**src/design/lsc_pkg.sv**
```systemverilog
package lsc_pkg;

   localparam int SENSOR_COUNT = 8;
   localparam int LEVEL_BITS   = 10;
   localparam int POS_BITS     = 15;
   localparam int LEVEL_FULL   = 1000;

   typedef enum logic [1:0] {
      KIND_MEASURE = 2'd0,
      KIND_CAL     = 2'd1,
      KIND_RESTART = 2'd2,
      KIND_UNUSED  = 2'd3
   } kind_type;

   typedef enum logic [2:0] {
      ST_IDLE,
      ST_MAP_START,
      ST_MAP_WAIT,
      ST_POS_START,
      ST_POS_WAIT,
      ST_DONE
   } state_type;

   typedef logic [LEVEL_BITS-1:0] level_type;

   // doubled weights -105..105
   function automatic logic signed [7:0] twice_weight(input logic [2:0] idx);
      logic signed [7:0] w;
      w = 8'sd30 * $signed({5'd0, idx}) - 8'sd105;
      return w;
   endfunction

endpackage

```
**src/design/lsc_channel_if.sv**
```systemverilog
interface lsc_req_if #(parameter int SAMPLE_BITS = 12);
   logic                   valid;
   logic                   ready;
   logic [1:0]             kind;
   logic [SAMPLE_BITS-1:0] raw_s0, raw_s1, raw_s2, raw_s3;
   logic [SAMPLE_BITS-1:0] raw_s4, raw_s5, raw_s6, raw_s7;
   modport source (output valid, kind, raw_s0, raw_s1, raw_s2, raw_s3,
                   raw_s4, raw_s5, raw_s6, raw_s7, input ready);
   modport sink (input valid, kind, raw_s0, raw_s1, raw_s2, raw_s3,
                 raw_s4, raw_s5, raw_s6, raw_s7, output ready);
endinterface

interface lsc_rsp_if;
   logic              valid;
   logic              ready;
   logic [9:0]        cal_s0, cal_s1, cal_s2, cal_s3, cal_s4, cal_s5, cal_s6, cal_s7;
   logic signed [14:0] line_position;
   logic              no_line;
   modport source (output valid, cal_s0, cal_s1, cal_s2, cal_s3, cal_s4, cal_s5,
                   cal_s6, cal_s7, line_position, no_line, input ready);
   modport sink (input valid, cal_s0, cal_s1, cal_s2, cal_s3, cal_s4, cal_s5,
                 cal_s6, cal_s7, line_position, no_line, output ready);
endinterface

interface lsc_csr_if;
   logic valid;
   logic ready;
   logic data;
   modport source (output valid, data, input ready);
   modport sink (input valid, data, output ready);
endinterface

```
**src/design/line_sensor_calibrate_and_locate_core.sv**
```systemverilog
// Calibrated line sensor with weighted-centroid position. A calibration,
// restart or unused frame is taken, gives no result, and leaves the input
// ready. A measure frame maps the eight sensors one at a time through a
// shared bit-serial divider. For each sensor the divider is loaded, shifts
// out NUM_BITS quotient bits and raises its done flag. NUM_BITS is the larger
// of SAMPLE_BITS+10 and 29. The same divider then divides the weighted sum
// by the total (skipped when the total is zero), and the finished item is
// then handed to the output register. The result becomes valid in the same
// cycle that the input is ready again.
// The result waits in its own output register until taken, so the next frame
// can be worked on meanwhile. A finished frame holds in its last state until
// that register is free.
module line_sensor_calibrate_and_locate_core #(
   parameter int SAMPLE_BITS = 12
) (
   input  logic  clock,
   input  logic  reset,
   lsc_req_if.sink  req,
   lsc_rsp_if.source rsp,
   lsc_csr_if.sink  csr
);
   import lsc_pkg::*;

   localparam int MAP_BITS = SAMPLE_BITS + LEVEL_BITS;
   localparam int NUM_BITS = (MAP_BITS > 29) ? MAP_BITS : 29;
   localparam int DEN_BITS = (SAMPLE_BITS > 13) ? SAMPLE_BITS : 13;

   state_type state_ff, state_in;
   logic invert_ff;
   logic [SAMPLE_BITS-1:0] samples [SENSOR_COUNT];
   logic [SAMPLE_BITS-1:0] smp_ff [SENSOR_COUNT];
   logic [SAMPLE_BITS-1:0] low [SENSOR_COUNT];
   logic [SAMPLE_BITS-1:0] high [SENSOR_COUNT];
   level_type lvl_ff [SENSOR_COUNT];
   level_type out_lvl_ff [SENSOR_COUNT];
   logic [2:0] idx_ff, idx_in;
   logic signed [19:0] num_ff;
   logic [12:0] den_ff;
   logic accept, restart, widen, start, load;
   logic [NUM_BITS-1:0] div_num, quot;
   logic [DEN_BITS-1:0] div_den;
   logic div_done;
   logic [SAMPLE_BITS-1:0] lo_s, hi_s, v;
   level_type level;
   logic [9:0] q_lvl;
   logic [19:0] mag;
   logic rsp_valid_ff;
   logic signed [POS_BITS-1:0] pos_ff;
   logic signed [POS_BITS-1:0] out_pos_ff;
   logic noline_ff;
   logic out_noline_ff;

   assign samples = '{req.raw_s0, req.raw_s1, req.raw_s2, req.raw_s3,
                      req.raw_s4, req.raw_s5, req.raw_s6, req.raw_s7};
   assign req.ready = (state_ff == ST_IDLE);
   assign accept  = req.valid && req.ready;
   assign restart = accept && (req.kind == KIND_RESTART);
   assign widen   = accept && (req.kind == KIND_CAL);
   assign csr.ready = 1'b1;
   // hand the finished item over once the output register is free
   assign load = (state_ff == ST_DONE) && (!rsp_valid_ff || rsp.ready);

   lsc_window #(.SAMPLE_BITS(SAMPLE_BITS)) u_window (
      .clock, .reset, .restart, .widen, .samples, .low, .high
   );

   assign lo_s = low[idx_ff];
   assign hi_s = high[idx_ff];
   always_comb begin
      v = smp_ff[idx_ff];
      if (v < lo_s) v = lo_s;
      if (v > hi_s) v = hi_s;
   end
   assign mag = num_ff[19] ? 20'(-num_ff) : 20'(num_ff);

   always_comb begin
      div_num = '0;
      div_den = '0;
      if (state_ff == ST_MAP_START) begin
         div_num = NUM_BITS'(v - lo_s) * NUM_BITS'(LEVEL_FULL);
         div_den = DEN_BITS'(hi_s - lo_s);
      end else begin
         div_num = NUM_BITS'({mag, 7'd0});
         div_den = DEN_BITS'(den_ff);
      end
   end
   assign start = (state_ff == ST_MAP_START) || (state_ff == ST_POS_START);

   lsc_divider #(.NUM_BITS(NUM_BITS), .DEN_BITS(DEN_BITS)) u_div (
      .clock, .reset, .start, .numer(div_num), .denom(div_den),
      .done(div_done), .quot
   );

   assign q_lvl = quot[9:0];
   always_comb begin
      if (hi_s <= lo_s) level = '0;
      else if (invert_ff) level = 10'(LEVEL_FULL) - q_lvl;
      else level = q_lvl;
   end

   always_comb begin
      state_in = state_ff;
      idx_in   = idx_ff;
      unique case (state_ff)
         ST_IDLE: begin
            if (accept && req.kind == KIND_MEASURE) begin
               state_in = ST_MAP_START;
               idx_in   = '0;
            end
         end
         ST_MAP_START: state_in = ST_MAP_WAIT;
         ST_MAP_WAIT: begin
            if (div_done) begin
               idx_in = idx_ff + 1'b1;
               state_in = (idx_ff == 3'd7) ? ST_POS_START : ST_MAP_START;
            end
         end
         ST_POS_START: state_in = (den_ff == '0) ? ST_DONE : ST_POS_WAIT;
         ST_POS_WAIT: if (div_done) state_in = ST_DONE;
         ST_DONE: if (load) state_in = ST_IDLE;
         default: state_in = ST_IDLE;
      endcase
   end

   always_ff @(posedge clock) begin
      if (reset) begin
         state_ff     <= ST_IDLE;
         idx_ff       <= '0;
         invert_ff    <= 1'b0;
         rsp_valid_ff <= 1'b0;
      end else begin
         state_ff <= state_in;
         idx_ff   <= idx_in;
         if (csr.valid) invert_ff <= csr.data;
         if (load) rsp_valid_ff <= 1'b1;
         else if (rsp.ready) rsp_valid_ff <= 1'b0;
      end
      if (accept) begin
         smp_ff <= samples;
         num_ff <= '0;
         den_ff <= '0;
      end
      if (state_ff == ST_MAP_WAIT && div_done) begin
         lvl_ff[idx_ff] <= level;
         num_ff <= num_ff + 20'($signed({1'b0, level})) * 20'(twice_weight(idx_ff));
         den_ff <= den_ff + 13'(level);
      end
      if (state_ff == ST_POS_START && den_ff == '0) begin
         pos_ff    <= '0;
         noline_ff <= 1'b1;
      end
      if (state_ff == ST_POS_WAIT && div_done) begin
         pos_ff    <= num_ff[19] ? POS_BITS'(-quot[POS_BITS-1:0])
                                 : POS_BITS'(quot[POS_BITS-1:0]);
         noline_ff <= 1'b0;
      end
      if (load) begin
         out_lvl_ff    <= lvl_ff;
         out_pos_ff    <= pos_ff;
         out_noline_ff <= noline_ff;
      end
   end

   assign rsp.valid = rsp_valid_ff;
   assign rsp.cal_s0 = out_lvl_ff[0];
   assign rsp.cal_s1 = out_lvl_ff[1];
   assign rsp.cal_s2 = out_lvl_ff[2];
   assign rsp.cal_s3 = out_lvl_ff[3];
   assign rsp.cal_s4 = out_lvl_ff[4];
   assign rsp.cal_s5 = out_lvl_ff[5];
   assign rsp.cal_s6 = out_lvl_ff[6];
   assign rsp.cal_s7 = out_lvl_ff[7];
   assign rsp.line_position = out_pos_ff;
   assign rsp.no_line = out_noline_ff;
endmodule

```
**src/design/lsc_divider.sv**
```systemverilog
// Restoring divider, one quotient bit per cycle.
module lsc_divider #(
   parameter int NUM_BITS = 24,
   parameter int DEN_BITS = 16
) (
   input  logic                clock,
   input  logic                reset,
   input  logic                start,
   input  logic [NUM_BITS-1:0] numer,
   input  logic [DEN_BITS-1:0] denom,
   output logic                done,
   output logic [NUM_BITS-1:0] quot
);
   localparam int CNT_BITS = $clog2(NUM_BITS + 1);

   logic [NUM_BITS-1:0] quot_ff, quot_in;
   logic [DEN_BITS-1:0] rem_ff, rem_in;
   logic [DEN_BITS-1:0] den_ff, den_in;
   logic [CNT_BITS-1:0] cnt_ff, cnt_in;
   logic                busy_ff, busy_in;
   logic                done_ff, done_in;
   logic [DEN_BITS:0]   trial;
   logic [DEN_BITS:0]   diff;

   always_comb begin
      quot_in = quot_ff;
      rem_in  = rem_ff;
      den_in  = den_ff;
      cnt_in  = cnt_ff;
      busy_in = busy_ff;
      done_in = 1'b0;
      trial   = {rem_ff, quot_ff[NUM_BITS-1]};
      diff    = trial - {1'b0, den_ff};
      if (start) begin
         quot_in = numer;
         rem_in  = '0;
         den_in  = denom;
         cnt_in  = CNT_BITS'(NUM_BITS);
         busy_in = 1'b1;
      end else if (busy_ff) begin
         if (!diff[DEN_BITS]) begin
            rem_in  = diff[DEN_BITS-1:0];
            quot_in = {quot_ff[NUM_BITS-2:0], 1'b1};
         end else begin
            rem_in  = trial[DEN_BITS-1:0];
            quot_in = {quot_ff[NUM_BITS-2:0], 1'b0};
         end
         cnt_in = cnt_ff - 1'b1;
         if (cnt_ff == CNT_BITS'(1)) begin
            busy_in = 1'b0;
            done_in = 1'b1;
         end
      end
   end

   always_ff @(posedge clock) begin
      if (reset) begin
         busy_ff <= 1'b0;
         done_ff <= 1'b0;
         cnt_ff  <= '0;
      end else begin
         busy_ff <= busy_in;
         done_ff <= done_in;
         cnt_ff  <= cnt_in;
      end
      quot_ff <= quot_in;
      rem_ff  <= rem_in;
      den_ff  <= den_in;
   end

   assign done = done_ff;
   assign quot = quot_ff;
endmodule

```
**src/design/lsc_window.sv**
```systemverilog
// Calibration windows, one register pair per sensor.
module lsc_window #(
   parameter int SAMPLE_BITS = 12
) (
   input  logic                   clock,
   input  logic                   reset,
   input  logic                   restart,
   input  logic                   widen,
   input  logic [SAMPLE_BITS-1:0] samples [8],
   output logic [SAMPLE_BITS-1:0] low [8],
   output logic [SAMPLE_BITS-1:0] high [8]
);
   import lsc_pkg::*;

   logic [SAMPLE_BITS-1:0] low_ff [SENSOR_COUNT];
   logic [SAMPLE_BITS-1:0] high_ff [SENSOR_COUNT];

   always_ff @(posedge clock) begin
      for (int i = 0; i < SENSOR_COUNT; i++) begin
         if (reset || restart) begin
            low_ff[i]  <= '1;
            high_ff[i] <= '0;
         end else if (widen) begin
            if (samples[i] < low_ff[i])  low_ff[i]  <= samples[i];
            if (samples[i] > high_ff[i]) high_ff[i] <= samples[i];
         end
      end
   end

   assign low  = low_ff;
   assign high = high_ff;
endmodule

```
**src/flat_wrapper.sv**
```systemverilog
// flat-port wrapper written by rule: the top's interface ports become plain ports
module line_sensor_calibrate_and_locate_core_flat import lsc_pkg::*;
#(
   parameter int SAMPLE_BITS = 12
)
  (clock, reset, req_valid, req_kind, req_raw_s0, req_raw_s1, req_raw_s2, req_raw_s3, req_raw_s4, req_raw_s5, req_raw_s6, req_raw_s7, req_ready, rsp_valid, rsp_cal_s0, rsp_cal_s1, rsp_cal_s2, rsp_cal_s3, rsp_cal_s4, rsp_cal_s5, rsp_cal_s6, rsp_cal_s7, rsp_line_position, rsp_no_line, rsp_ready, csr_valid, csr_data, csr_ready);
  lsc_req_if #(.SAMPLE_BITS(SAMPLE_BITS)) req_i ();
  lsc_rsp_if rsp_i ();
  lsc_csr_if csr_i ();
  input  logic clock;
  input  logic reset;
  input wire logic [$bits(req_i.valid)-1:0] req_valid;
  input wire logic [$bits(req_i.kind)-1:0] req_kind;
  input wire logic [$bits(req_i.raw_s0)-1:0] req_raw_s0;
  input wire logic [$bits(req_i.raw_s1)-1:0] req_raw_s1;
  input wire logic [$bits(req_i.raw_s2)-1:0] req_raw_s2;
  input wire logic [$bits(req_i.raw_s3)-1:0] req_raw_s3;
  input wire logic [$bits(req_i.raw_s4)-1:0] req_raw_s4;
  input wire logic [$bits(req_i.raw_s5)-1:0] req_raw_s5;
  input wire logic [$bits(req_i.raw_s6)-1:0] req_raw_s6;
  input wire logic [$bits(req_i.raw_s7)-1:0] req_raw_s7;
  output wire logic [$bits(req_i.ready)-1:0] req_ready;
  output wire logic [$bits(rsp_i.valid)-1:0] rsp_valid;
  output wire logic [$bits(rsp_i.cal_s0)-1:0] rsp_cal_s0;
  output wire logic [$bits(rsp_i.cal_s1)-1:0] rsp_cal_s1;
  output wire logic [$bits(rsp_i.cal_s2)-1:0] rsp_cal_s2;
  output wire logic [$bits(rsp_i.cal_s3)-1:0] rsp_cal_s3;
  output wire logic [$bits(rsp_i.cal_s4)-1:0] rsp_cal_s4;
  output wire logic [$bits(rsp_i.cal_s5)-1:0] rsp_cal_s5;
  output wire logic [$bits(rsp_i.cal_s6)-1:0] rsp_cal_s6;
  output wire logic [$bits(rsp_i.cal_s7)-1:0] rsp_cal_s7;
  output wire logic [$bits(rsp_i.line_position)-1:0] rsp_line_position;
  output wire logic [$bits(rsp_i.no_line)-1:0] rsp_no_line;
  input wire logic [$bits(rsp_i.ready)-1:0] rsp_ready;
  input wire logic [$bits(csr_i.valid)-1:0] csr_valid;
  input wire logic [$bits(csr_i.data)-1:0] csr_data;
  output wire logic [$bits(csr_i.ready)-1:0] csr_ready;
  assign req_i.valid = req_valid;
  assign req_i.kind = req_kind;
  assign req_i.raw_s0 = req_raw_s0;
  assign req_i.raw_s1 = req_raw_s1;
  assign req_i.raw_s2 = req_raw_s2;
  assign req_i.raw_s3 = req_raw_s3;
  assign req_i.raw_s4 = req_raw_s4;
  assign req_i.raw_s5 = req_raw_s5;
  assign req_i.raw_s6 = req_raw_s6;
  assign req_i.raw_s7 = req_raw_s7;
  assign req_ready = req_i.ready;
  assign rsp_valid = rsp_i.valid;
  assign rsp_cal_s0 = rsp_i.cal_s0;
  assign rsp_cal_s1 = rsp_i.cal_s1;
  assign rsp_cal_s2 = rsp_i.cal_s2;
  assign rsp_cal_s3 = rsp_i.cal_s3;
  assign rsp_cal_s4 = rsp_i.cal_s4;
  assign rsp_cal_s5 = rsp_i.cal_s5;
  assign rsp_cal_s6 = rsp_i.cal_s6;
  assign rsp_cal_s7 = rsp_i.cal_s7;
  assign rsp_line_position = rsp_i.line_position;
  assign rsp_no_line = rsp_i.no_line;
  assign rsp_i.ready = rsp_ready;
  assign csr_i.valid = csr_valid;
  assign csr_i.data = csr_data;
  assign csr_ready = csr_i.ready;
  line_sensor_calibrate_and_locate_core #(.SAMPLE_BITS(SAMPLE_BITS)) u_core (.clock(clock), .reset(reset), .req(req_i), .rsp(rsp_i), .csr(csr_i));
endmodule
```
**config.mk**
```make
export PLATFORM = sky130hd
export DESIGN_NAME = line_sensor_calibrate_and_locate_core_flat
export DESIGN_NICKNAME = d
export VERILOG_FILES = /design/src/design/lsc_pkg.sv /design/src/design/lsc_channel_if.sv /design/src/design/line_sensor_calibrate_and_locate_core.sv /design/src/design/lsc_divider.sv /design/src/design/lsc_window.sv /design/src/flat_wrapper.sv
export SDC_FILE = /design/constraint.sdc
export NUM_CORES = 2
export LEC_CHECK = 0
export ABC_AREA = 1
export BUFFER_PORTS_ARGS = -buffer_cell sky130_fd_sc_hd__buf_2
export CAP_MARGIN = 20
export CORE_MARGIN = 2
export CORE_UTILIZATION = 55
export CTS_CLUSTER_SIZE = 28
export DETAILED_ROUTE_END_ITERATION = 8
export MAX_ROUTING_LAYER = met4
export PLACE_DENSITY = 0.84
export RECOVER_POWER = 100
export SYNTH_ARGS = -nofsm -noshare
export SYNTH_HDL_FRONTEND = slang
export SYNTH_SLANG_ARGS = --single-unit
```
**constraint.sdc**
```tcl
create_clock -name clock -period 11.29 [get_ports clock]
set_input_delay 1.129 -clock clock [delete_from_list [all_inputs] [get_ports clock]]
set_output_delay 1.129 -clock clock [all_outputs]
set_load 0.03 [all_outputs]
```
; Word-level counts from Yosys, hierarchy flattened
; Index checks and enable logic that the tools add are counted.
[word_totals]
out_inout_bits = 99
ff_bits = 583
wordCells = 196
[classes]
n_mul = 3
addsub = 11
eq_ne = 13
n_bitwise = 2
n_reduce_logical = 41
n_mux = 48
magnitude_cmp = 21
[op_table]
columns = op, n
row1 = 12-bit binary-select mux with 3-bit select, 3
row2 = 12-bit greater-than comparator, 9
row3 = 12-bit less-than comparator, 9
row4 = 12-bit 2-to-1 mux, 8
row5 = 29-bit 2-to-1 mux, 3
row6 = 80-bit bitwise mux, 1
row7 = 20-bit 2-to-1 mux, 3
row8 = 13-bit 2-to-1 mux, 4
row9 = 15-bit 2-to-1 mux, 3
row10 = 2-bit AND reduction, 16
row11 = 10-bit demux with 3-bit select, 1
row12 = 10-bit 2-to-1 mux, 3
row13 = "29-bit by 7-bit multiplier with 26-bit output, second input constant", 1
row14 = 12-bit by 12-bit subtractor with 13-bit output, 2
row15 = 20-bit adder, 1
row16 = 20-bit negator, 1
row17 = 11-bit by 8-bit multiplier with 19-bit output, 1
row18 = 3-bit 2-to-1 mux, 6
row19 = 3-bit case mux with 6 select lines, 1
row20 = 15-bit negator, 1
row21 = 14-bit by 13-bit subtractor with 14-bit output, 1
row22 = 13-bit by 10-bit adder with 13-bit output, 1
row23 = 13-bit logical NOT, 1
row24 = 12-bit less-or-equal comparator, 1
row25 = 31 further kinds, 58

; Longest topological paths before layout
[logic_depth]
ltp_word = 12
mapped_depth = 59
ltp_nobuf = 55

; Modules after synthesis
; Synthesis repeated with hierarchy kept, for this count alone.
[hier_totals]
hier_cells = 4732
area_unflattened_um2 = 38714.6
[by_module_without_submodules]
columns = module, cells_each, seq_area_each_um2, instances, area_each_um2
row1 = line_sensor_calibrate_and_locate_core, 2382, 9789.4, 1, 22360.2
row2 = lsc_window, 1895, 3843.7, 1, 12833.6
row3 = lsc_divider, 455, 1661.6, 1, 3520.9

; Worst setup path after synthesis
; OpenSTA, ideal clock, no wires.
[synth_timing]
path_kind = register -> register
start = reg u_core.idx_ff[1]
end = reg u_core.u_div.quot_ff[23], in the netlist u_core.u_div.quot[23] (data pin)
t_required_ns = 11.033
path_stages_with_launch = 49
arrival_time_ns = 8.442
synth_period_minus_slack_ns = 8.698
slack_ns = 2.592
path_cell_list = dfxtp_1 inv_2 buf_2 clkbuf_1 a21oi_1 o21ai_0 nand3_1 nand2_1 ha_1 a21oi_1 o21a_1 o221a_2 clkbuf_1 nand3_1 and2_1 ha_1 a21oi_1 o21ai_0 [13 not listed] o21bai_4 a31o_2 xor2_1 inv_1 ha_1 fa_1 fa_1 fa_1 ha_1 nand2_1 nor2_1 nand3_1 o21ai_0 nand2_1 nand3_1 nand3_1 nand3_1 nand2_1
[synth_between]
elab_chain_len = 12
elab_cells_between_ends = 18
[synth_rtl]
columns = item, line_no
row1 = start: declaration, line_sensor_calibrate_and_locate_core.sv:36  ; logic [2:0] idx_ff, idx_in;
row2 = start signal: assignment, line_sensor_calibrate_and_locate_core.sv:133  ; idx_ff <= idx_in;
row3 = 3-bit NOT with 4-bit output (not written as such) (*), "line_sensor_calibrate_and_locate_core.sv:67, line_sensor_calibrate_and_locate_core.sv:68, line_sensor_calibrate_and_locate_core.sv:70"
row4 = "12-bit binary-select mux with 3-bit select, on equally long branches", "line_sensor_calibrate_and_locate_core.sv:70, line_sensor_calibrate_and_locate_core.sv:67"
row5 = "12-bit 2-to-1 mux, on equally long branches (2 in series)", "line_sensor_calibrate_and_locate_core.sv:70, line_sensor_calibrate_and_locate_core.sv:67"
row6 = 12-bit less-than comparator, line_sensor_calibrate_and_locate_core.sv:71  ; if (v < lo_s) v = lo_s;
row7 = 12-bit 2-to-1 mux, line_sensor_calibrate_and_locate_core.sv:71
row8 = 12-bit greater-than comparator, line_sensor_calibrate_and_locate_core.sv:72  ; if (v > hi_s) v = hi_s;
row9 = 12-bit 2-to-1 mux, line_sensor_calibrate_and_locate_core.sv:72
row10 = 12-bit by 12-bit subtractor with 13-bit output (*), line_sensor_calibrate_and_locate_core.sv:80  ; div_num = NUM_BITS'(v - lo_s) * NUM_BITS'(LEVEL_FULL);
row11 = 29-bit by 7-bit multiplier with 26-bit output (*), line_sensor_calibrate_and_locate_core.sv:80
row12 = 29-bit 2-to-1 mux (*), line_sensor_calibrate_and_locate_core.sv:79  ; if (state_ff == ST_MAP_START) begin
row13 = 29-bit 2-to-1 mux (*), lsc_divider.sv:34  ; if (start) begin
row14 = named net u_core.u_div.quot_in[23], lsc_divider.sv:16  ; logic [NUM_BITS-1:0] quot_ff, quot_in;
row15 = end signal: assignment, lsc_divider.sv:66  ; quot_ff <= quot_in;
row16 = end: declaration, lsc_divider.sv:16
; Mark *: on every way through the listed nets, which the timed path passes. The rest lies on a longest branch. The select of a mux whose other input is x is not followed.
; A chain may end at the register's enable or synchronous reset.

; Final worst setup path
[layout_timing]
start = reg u_core.idx_ff[0]
end = reg u_core.num_ff[19] (data pin)
[layout_between]
elab_chain_len = 9
elab_cells_between_ends = 14
[layout_rtl]
columns = item, line_no
row1 = 3-bit NOT with 4-bit output (not written as such) (*), "line_sensor_calibrate_and_locate_core.sv:67, line_sensor_calibrate_and_locate_core.sv:68"
row2 = "12-bit binary-select mux with 3-bit select, on equally long branches", "line_sensor_calibrate_and_locate_core.sv:68, line_sensor_calibrate_and_locate_core.sv:67"
row3 = "12-bit 2-to-1 mux, on equally long branches (2 in series)", "line_sensor_calibrate_and_locate_core.sv:68, line_sensor_calibrate_and_locate_core.sv:67"
row4 = 12-bit less-or-equal comparator (*), line_sensor_calibrate_and_locate_core.sv:96  ; if (hi_s <= lo_s) level = '0;
row5 = 10-bit 2-to-1 mux (*), line_sensor_calibrate_and_locate_core.sv:96
row6 = named net u_core.level[3], line_sensor_calibrate_and_locate_core.sv:44  ; level_type level;
row7 = 11-bit by 8-bit multiplier with 19-bit output (*), line_sensor_calibrate_and_locate_core.sv:145  ; num_ff <= num_ff + 20'($signed({1'b0, level})) * 20'(twice_weight(idx_ff));
row8 = 20-bit adder (*), line_sensor_calibrate_and_locate_core.sv:145
row9 = 20-bit 2-to-1 mux (*), line_sensor_calibrate_and_locate_core.sv:143  ; if (state_ff == ST_MAP_WAIT && div_done) begin
row10 = end signal: assignment, line_sensor_calibrate_and_locate_core.sv:145
row11 = end: declaration, line_sensor_calibrate_and_locate_core.sv:37  ; logic signed [19:0] num_ff;
; Marks and branches as above.

==> impl_metrics.py <==
metrics = {
    "status": {
        "status": "finished with violations",
        "violations": "max-capacitance violations, max-slew violations",
    },
    "clocking": {
        "hold_buffers": 0,
        "clk_latency_ns": 0.66,
        "htree_levels": 2,
        "cts_tree": "built",
        "cts_num_sinks": 583,
        "cts_resized": 0,
        "clk_pin_slew_worst_paths_ns": 0.06,
        "cts_setup_buffers": 0,
        "root_buffer": "clkbuf_16",
        "clock_path_buffers": 3,
        "cts_made_buffers": 61,
    },
    "worst_setup_path": {
        "r2r_cells": 41,
        "required_ns": 11.69,
        "regToRegEndpoint": "u_core.num_ff[19]",
        "crit_path_frequent_cell": "nand2_1",
        "cpMaxStageDelayCell": "clkbuf_1",
        "start_kind": "register",
        "cp.arrival_ns": 10.96,
        "r2r_setup_slack_ns": 0.74,
        "r2r-start": "u_core.idx_ff[0]",
        "cp-end-kind": "register",
        "worstSetupPathType": "reg2reg",
        "slowest_delay_ns": 0.73,
        "worstPathMaxFanout": 82,
    },
    "synth": {
        "ys_top_cells_by_area": "edfxtp_1, ha_1, dfxtp_1",
        "yosysTopAreaCell": "edfxtp_1",
        "yosys_register_bits": 583,
        "syn_nets": 4825,
        "ys.flop_type": "edfxtp_1",
        "netlist_area_um2": 37100,
        "syn_avg_cell_area_um2": 8.73,
        "syn_inst": 4251,
        "async_flop_share_pct": 0,
        "ys_seq_area_share_pct": 41.2,
        "synth_cell_type_count": 65,
        "synth-warning-count": 0,
        "synth_edf_count": 362,
        "yosysTopAreaCellShare_pct": 29.3,
    },
    "floorplan": {
        "die_x_um": 264,
        "fp-row-count": 95,
        "start_util_pct": 55.4,
        "die_area_um2": 69600,
        "die_h_um": 264,
        "core-area_um2": 66900,
        "ioPinCount": 203,
    },
    "pwr": {
        "power_frac_seq_pct": 25.6,
        "power_w": 0.0114,
        "power_density_nw_per_um2": 282,
        "swShare_pct": 46.7,
        "power_switching_w": 0.00533,
        "power.internal_w": 0.00608,
        "p_clk_share_pct": 17.9,
        "p_comb_share_pct": 56.4,
        "p_leak_nw": 18.0,
        "max-vdd-ir-drop_mv": 0.448,
    },
    "cells_and_area": {
        "finalNetCount": 4964,
        "drive_gt1_share_pct": 3.94,
        "multi_input_area_um2": 18700,
        "antennaDiodeCount": 0,
        "syn2layout_area_growth_pct": 9.08,
        "regArea_um2": 15300,
        "fill_cells": 5677,
        "final_cell_mix": "nand2_1, inv_1, a21oi_1",
        "final_common_cell": "nand2_1",
    },
    "detailed_routing": {
        "totalWireLength_mm": 105,
        "viasPerCell": 5.93,
        "post-route-drc-count": 0,
        "drt_first_pass_iters": 8,
        "drt_iter0_drc": 3555,
        "drtAntennaViolNets": 0,
        "wire_per_inst_um": 19.7,
        "vias": 31500,
    },
    "sta": {
        "fin_tns_setup_ns": 0,
        "finalCritPeriodShare_pct": 93.5,
        "tightestPinTransition_ns": 3.87,
        "layout_min_cycle_time_ns": 10.55,
        "fin_skew_ns": 0.0331,
        "rsz0062_at_grt": "no",
        "finalHoldViolations": 0,
        "setup_violations": 0,
        "max_slew_margin_pct": -158,
        "maxSlewViolCount": 470,
        "fmax_mhz": 94.8,
    },
    "run": {
        "max-cap-violations": 8,
    },
    "global_routing": {
        "grt_pass1_wl_mm": 163,
        "antenna_found_initial": 0,
        "grt_pass1_vias": 30200,
        "grt_use_total_pct": 30.4,
        "grt_max_degree": 193,
        "overflow": 0,
    },
    "placement": {
        "hpwl_mm": 77.5,
        "io_buffers": 201,
        "routabilityCongestion": 1.00,
    },
    "worst_hold_path": {
        "hold_start": "u_core.lvl_ff[4]",
        "min_path_cells": 0,
        "min_to": "u_core.rsp.cal_s7[4]",
        "hp-class": "reg2reg",
    },
}
## worst max-delay path by stage
stage | start | endpoint | slack (ns)
after floorplan | u_core.idx_ff[1] | u_core.u_div.quot[23] | 2.59
after global placement | u_core.idx_ff[0] | u_core.u_div.quot[20] | 1.32
after detailed placement | u_core.idx_ff[0] | u_core.u_div.quot[20] | 1.25
after CTS | u_core.idx_ff[0] | u_core.u_div.quot[19] | 1.19
after global routing | u_core.idx_ff[0] | u_core.u_div.quot[19] | 0.13
final | u_core.idx_ff[0] | u_core.num_ff[19] | 0.74
## cell usage after synthesis (6+ instances only)
cell type / number
nor2_4: 7
xnor2_1: 28
a31oi_1: 12
and2_1: 11
o22ai_1: 28
nand2_1: 638
buf_2: 53
nor4_1: 7
a21boi_0: 17
a21oi_1: 457
o211ai_1: 41
o21ai_0: 383
nand4_1: 126
fa_1: 96
buf_4: 8
inv_1: 613
dfxtp_1: 221
ha_1: 374
a21o_1: 8
o2111ai_1: 7
o221ai_1: 6
o21ai_1: 8
inv_2: 8
xor2_1: 50
o21a_1: 8
clkbuf_1: 86
nand2_2: 9
nand3_1: 236
o31ai_1: 14
nor2_1: 227
edfxtp_1: 362
nor3_1: 25
## critical path, delay by kind of cell, from the launching register on
family                     cells  cell delay, ns
xor gates and xnor gates       1            0.17
AOI/OAI and AO/OA             11            2.40
DFF                            1            0.36
adders and majority gates      7            3.34
and+or+nand+nor               16            2.02
buffers and inverters          6            2.00
## layout make-up
class	instances	share of cell area [%]
multi-input cells	2885	46.2
flip-flops and latches	583	37.8
inverters	625	5.81
clock buffers	71	3.93
well taps	873	2.70
repair buffers	234	2.46
clock inverters	44	1.13
## registers in the layout, summed over array words and instances (netlist names), 3 cells and up
name and flops:
u_core.rsp.cal_s3 10, u_core.u_div.rem_ff 13, u_core.lvl_ff 80, u_core.u_div.cnt_ff 5
u_core.rsp.cal_s6 10, u_core.u_window.low 96, u_core.rsp.cal_s0 10, u_core.rsp.cal_s2 10
u_core.rsp.cal_s1 10, u_core.rsp.cal_s4 10, u_core.state_ff 3, u_core.num_ff 20
u_core.u_div.quot 29, u_core.den_ff 13, u_core.idx_ff 3, u_core.u_window.high 96
u_core.rsp.line_position 15, u_core.rsp.cal_s7 10, u_core.pos_ff 15, u_core.u_div.den_ff 13
u_core.smp_ff 96, u_core.rsp.cal_s5 10
## metal layers
metal | GRT usage, % | vias up | share of wire [%]
met3 | 3.80 | 355 | 8.0
met4 | 15.1 | 0 | 5.6
met2 | 49.1 | 1556 | 47
li1 | - | 14800 | -
met1 | 37.8 | 14800 | 39
met5 | - | - | 0
## logic make-up (layout without fill, tap and decap cells)
group,after synthesis,count (layout),synth area share (%)
AOI/OAI and AO/OA,1024,1024,15.1
xor gates and xnor gates,81,81,1.97
adders and majority gates,470,470,17.8
buffers and inverters,783,974,8.29
DFF,583,583,41.2
muxes,1,1,0.0270
other,1,1,0.0101
and+or+nand+nor,1308,1308,15.6
## power by group through the flow
stage               Clock, W  Combinational, W  Sequential [W]
floorplan                  0           0.00475         0.00288
global placement           0           0.00613         0.00292
detailed placement         0           0.00628         0.00293
CTS                  0.00206           0.00636         0.00289
global route         0.00214           0.00727         0.00294
finish               0.00205           0.00644         0.00292
## per-stage QoR
step / area (um2) / util [%] / setup slack, ns / hold WS, ns / cells
2_1_floorplan: 37100 / - / 2.59 / 0.400 / 4251
3_3_place_gp: 38800 / 58.0 / 1.32 / 0.401 / 5200
3_5_place_dp: 38800 / 58.0 / 1.25 / 0.405 / 5200
4_1_cts: 40800 / 61.0 / 1.19 / 0.413 / 5315
5_1_grt: 40500 / 60.5 / 0.130 / 0.418 / 5315
6_report: 40500 / 60.5 / 0.737 / 0.413 / 5315
No activity file was read; power rests on OpenSTA's default activity.
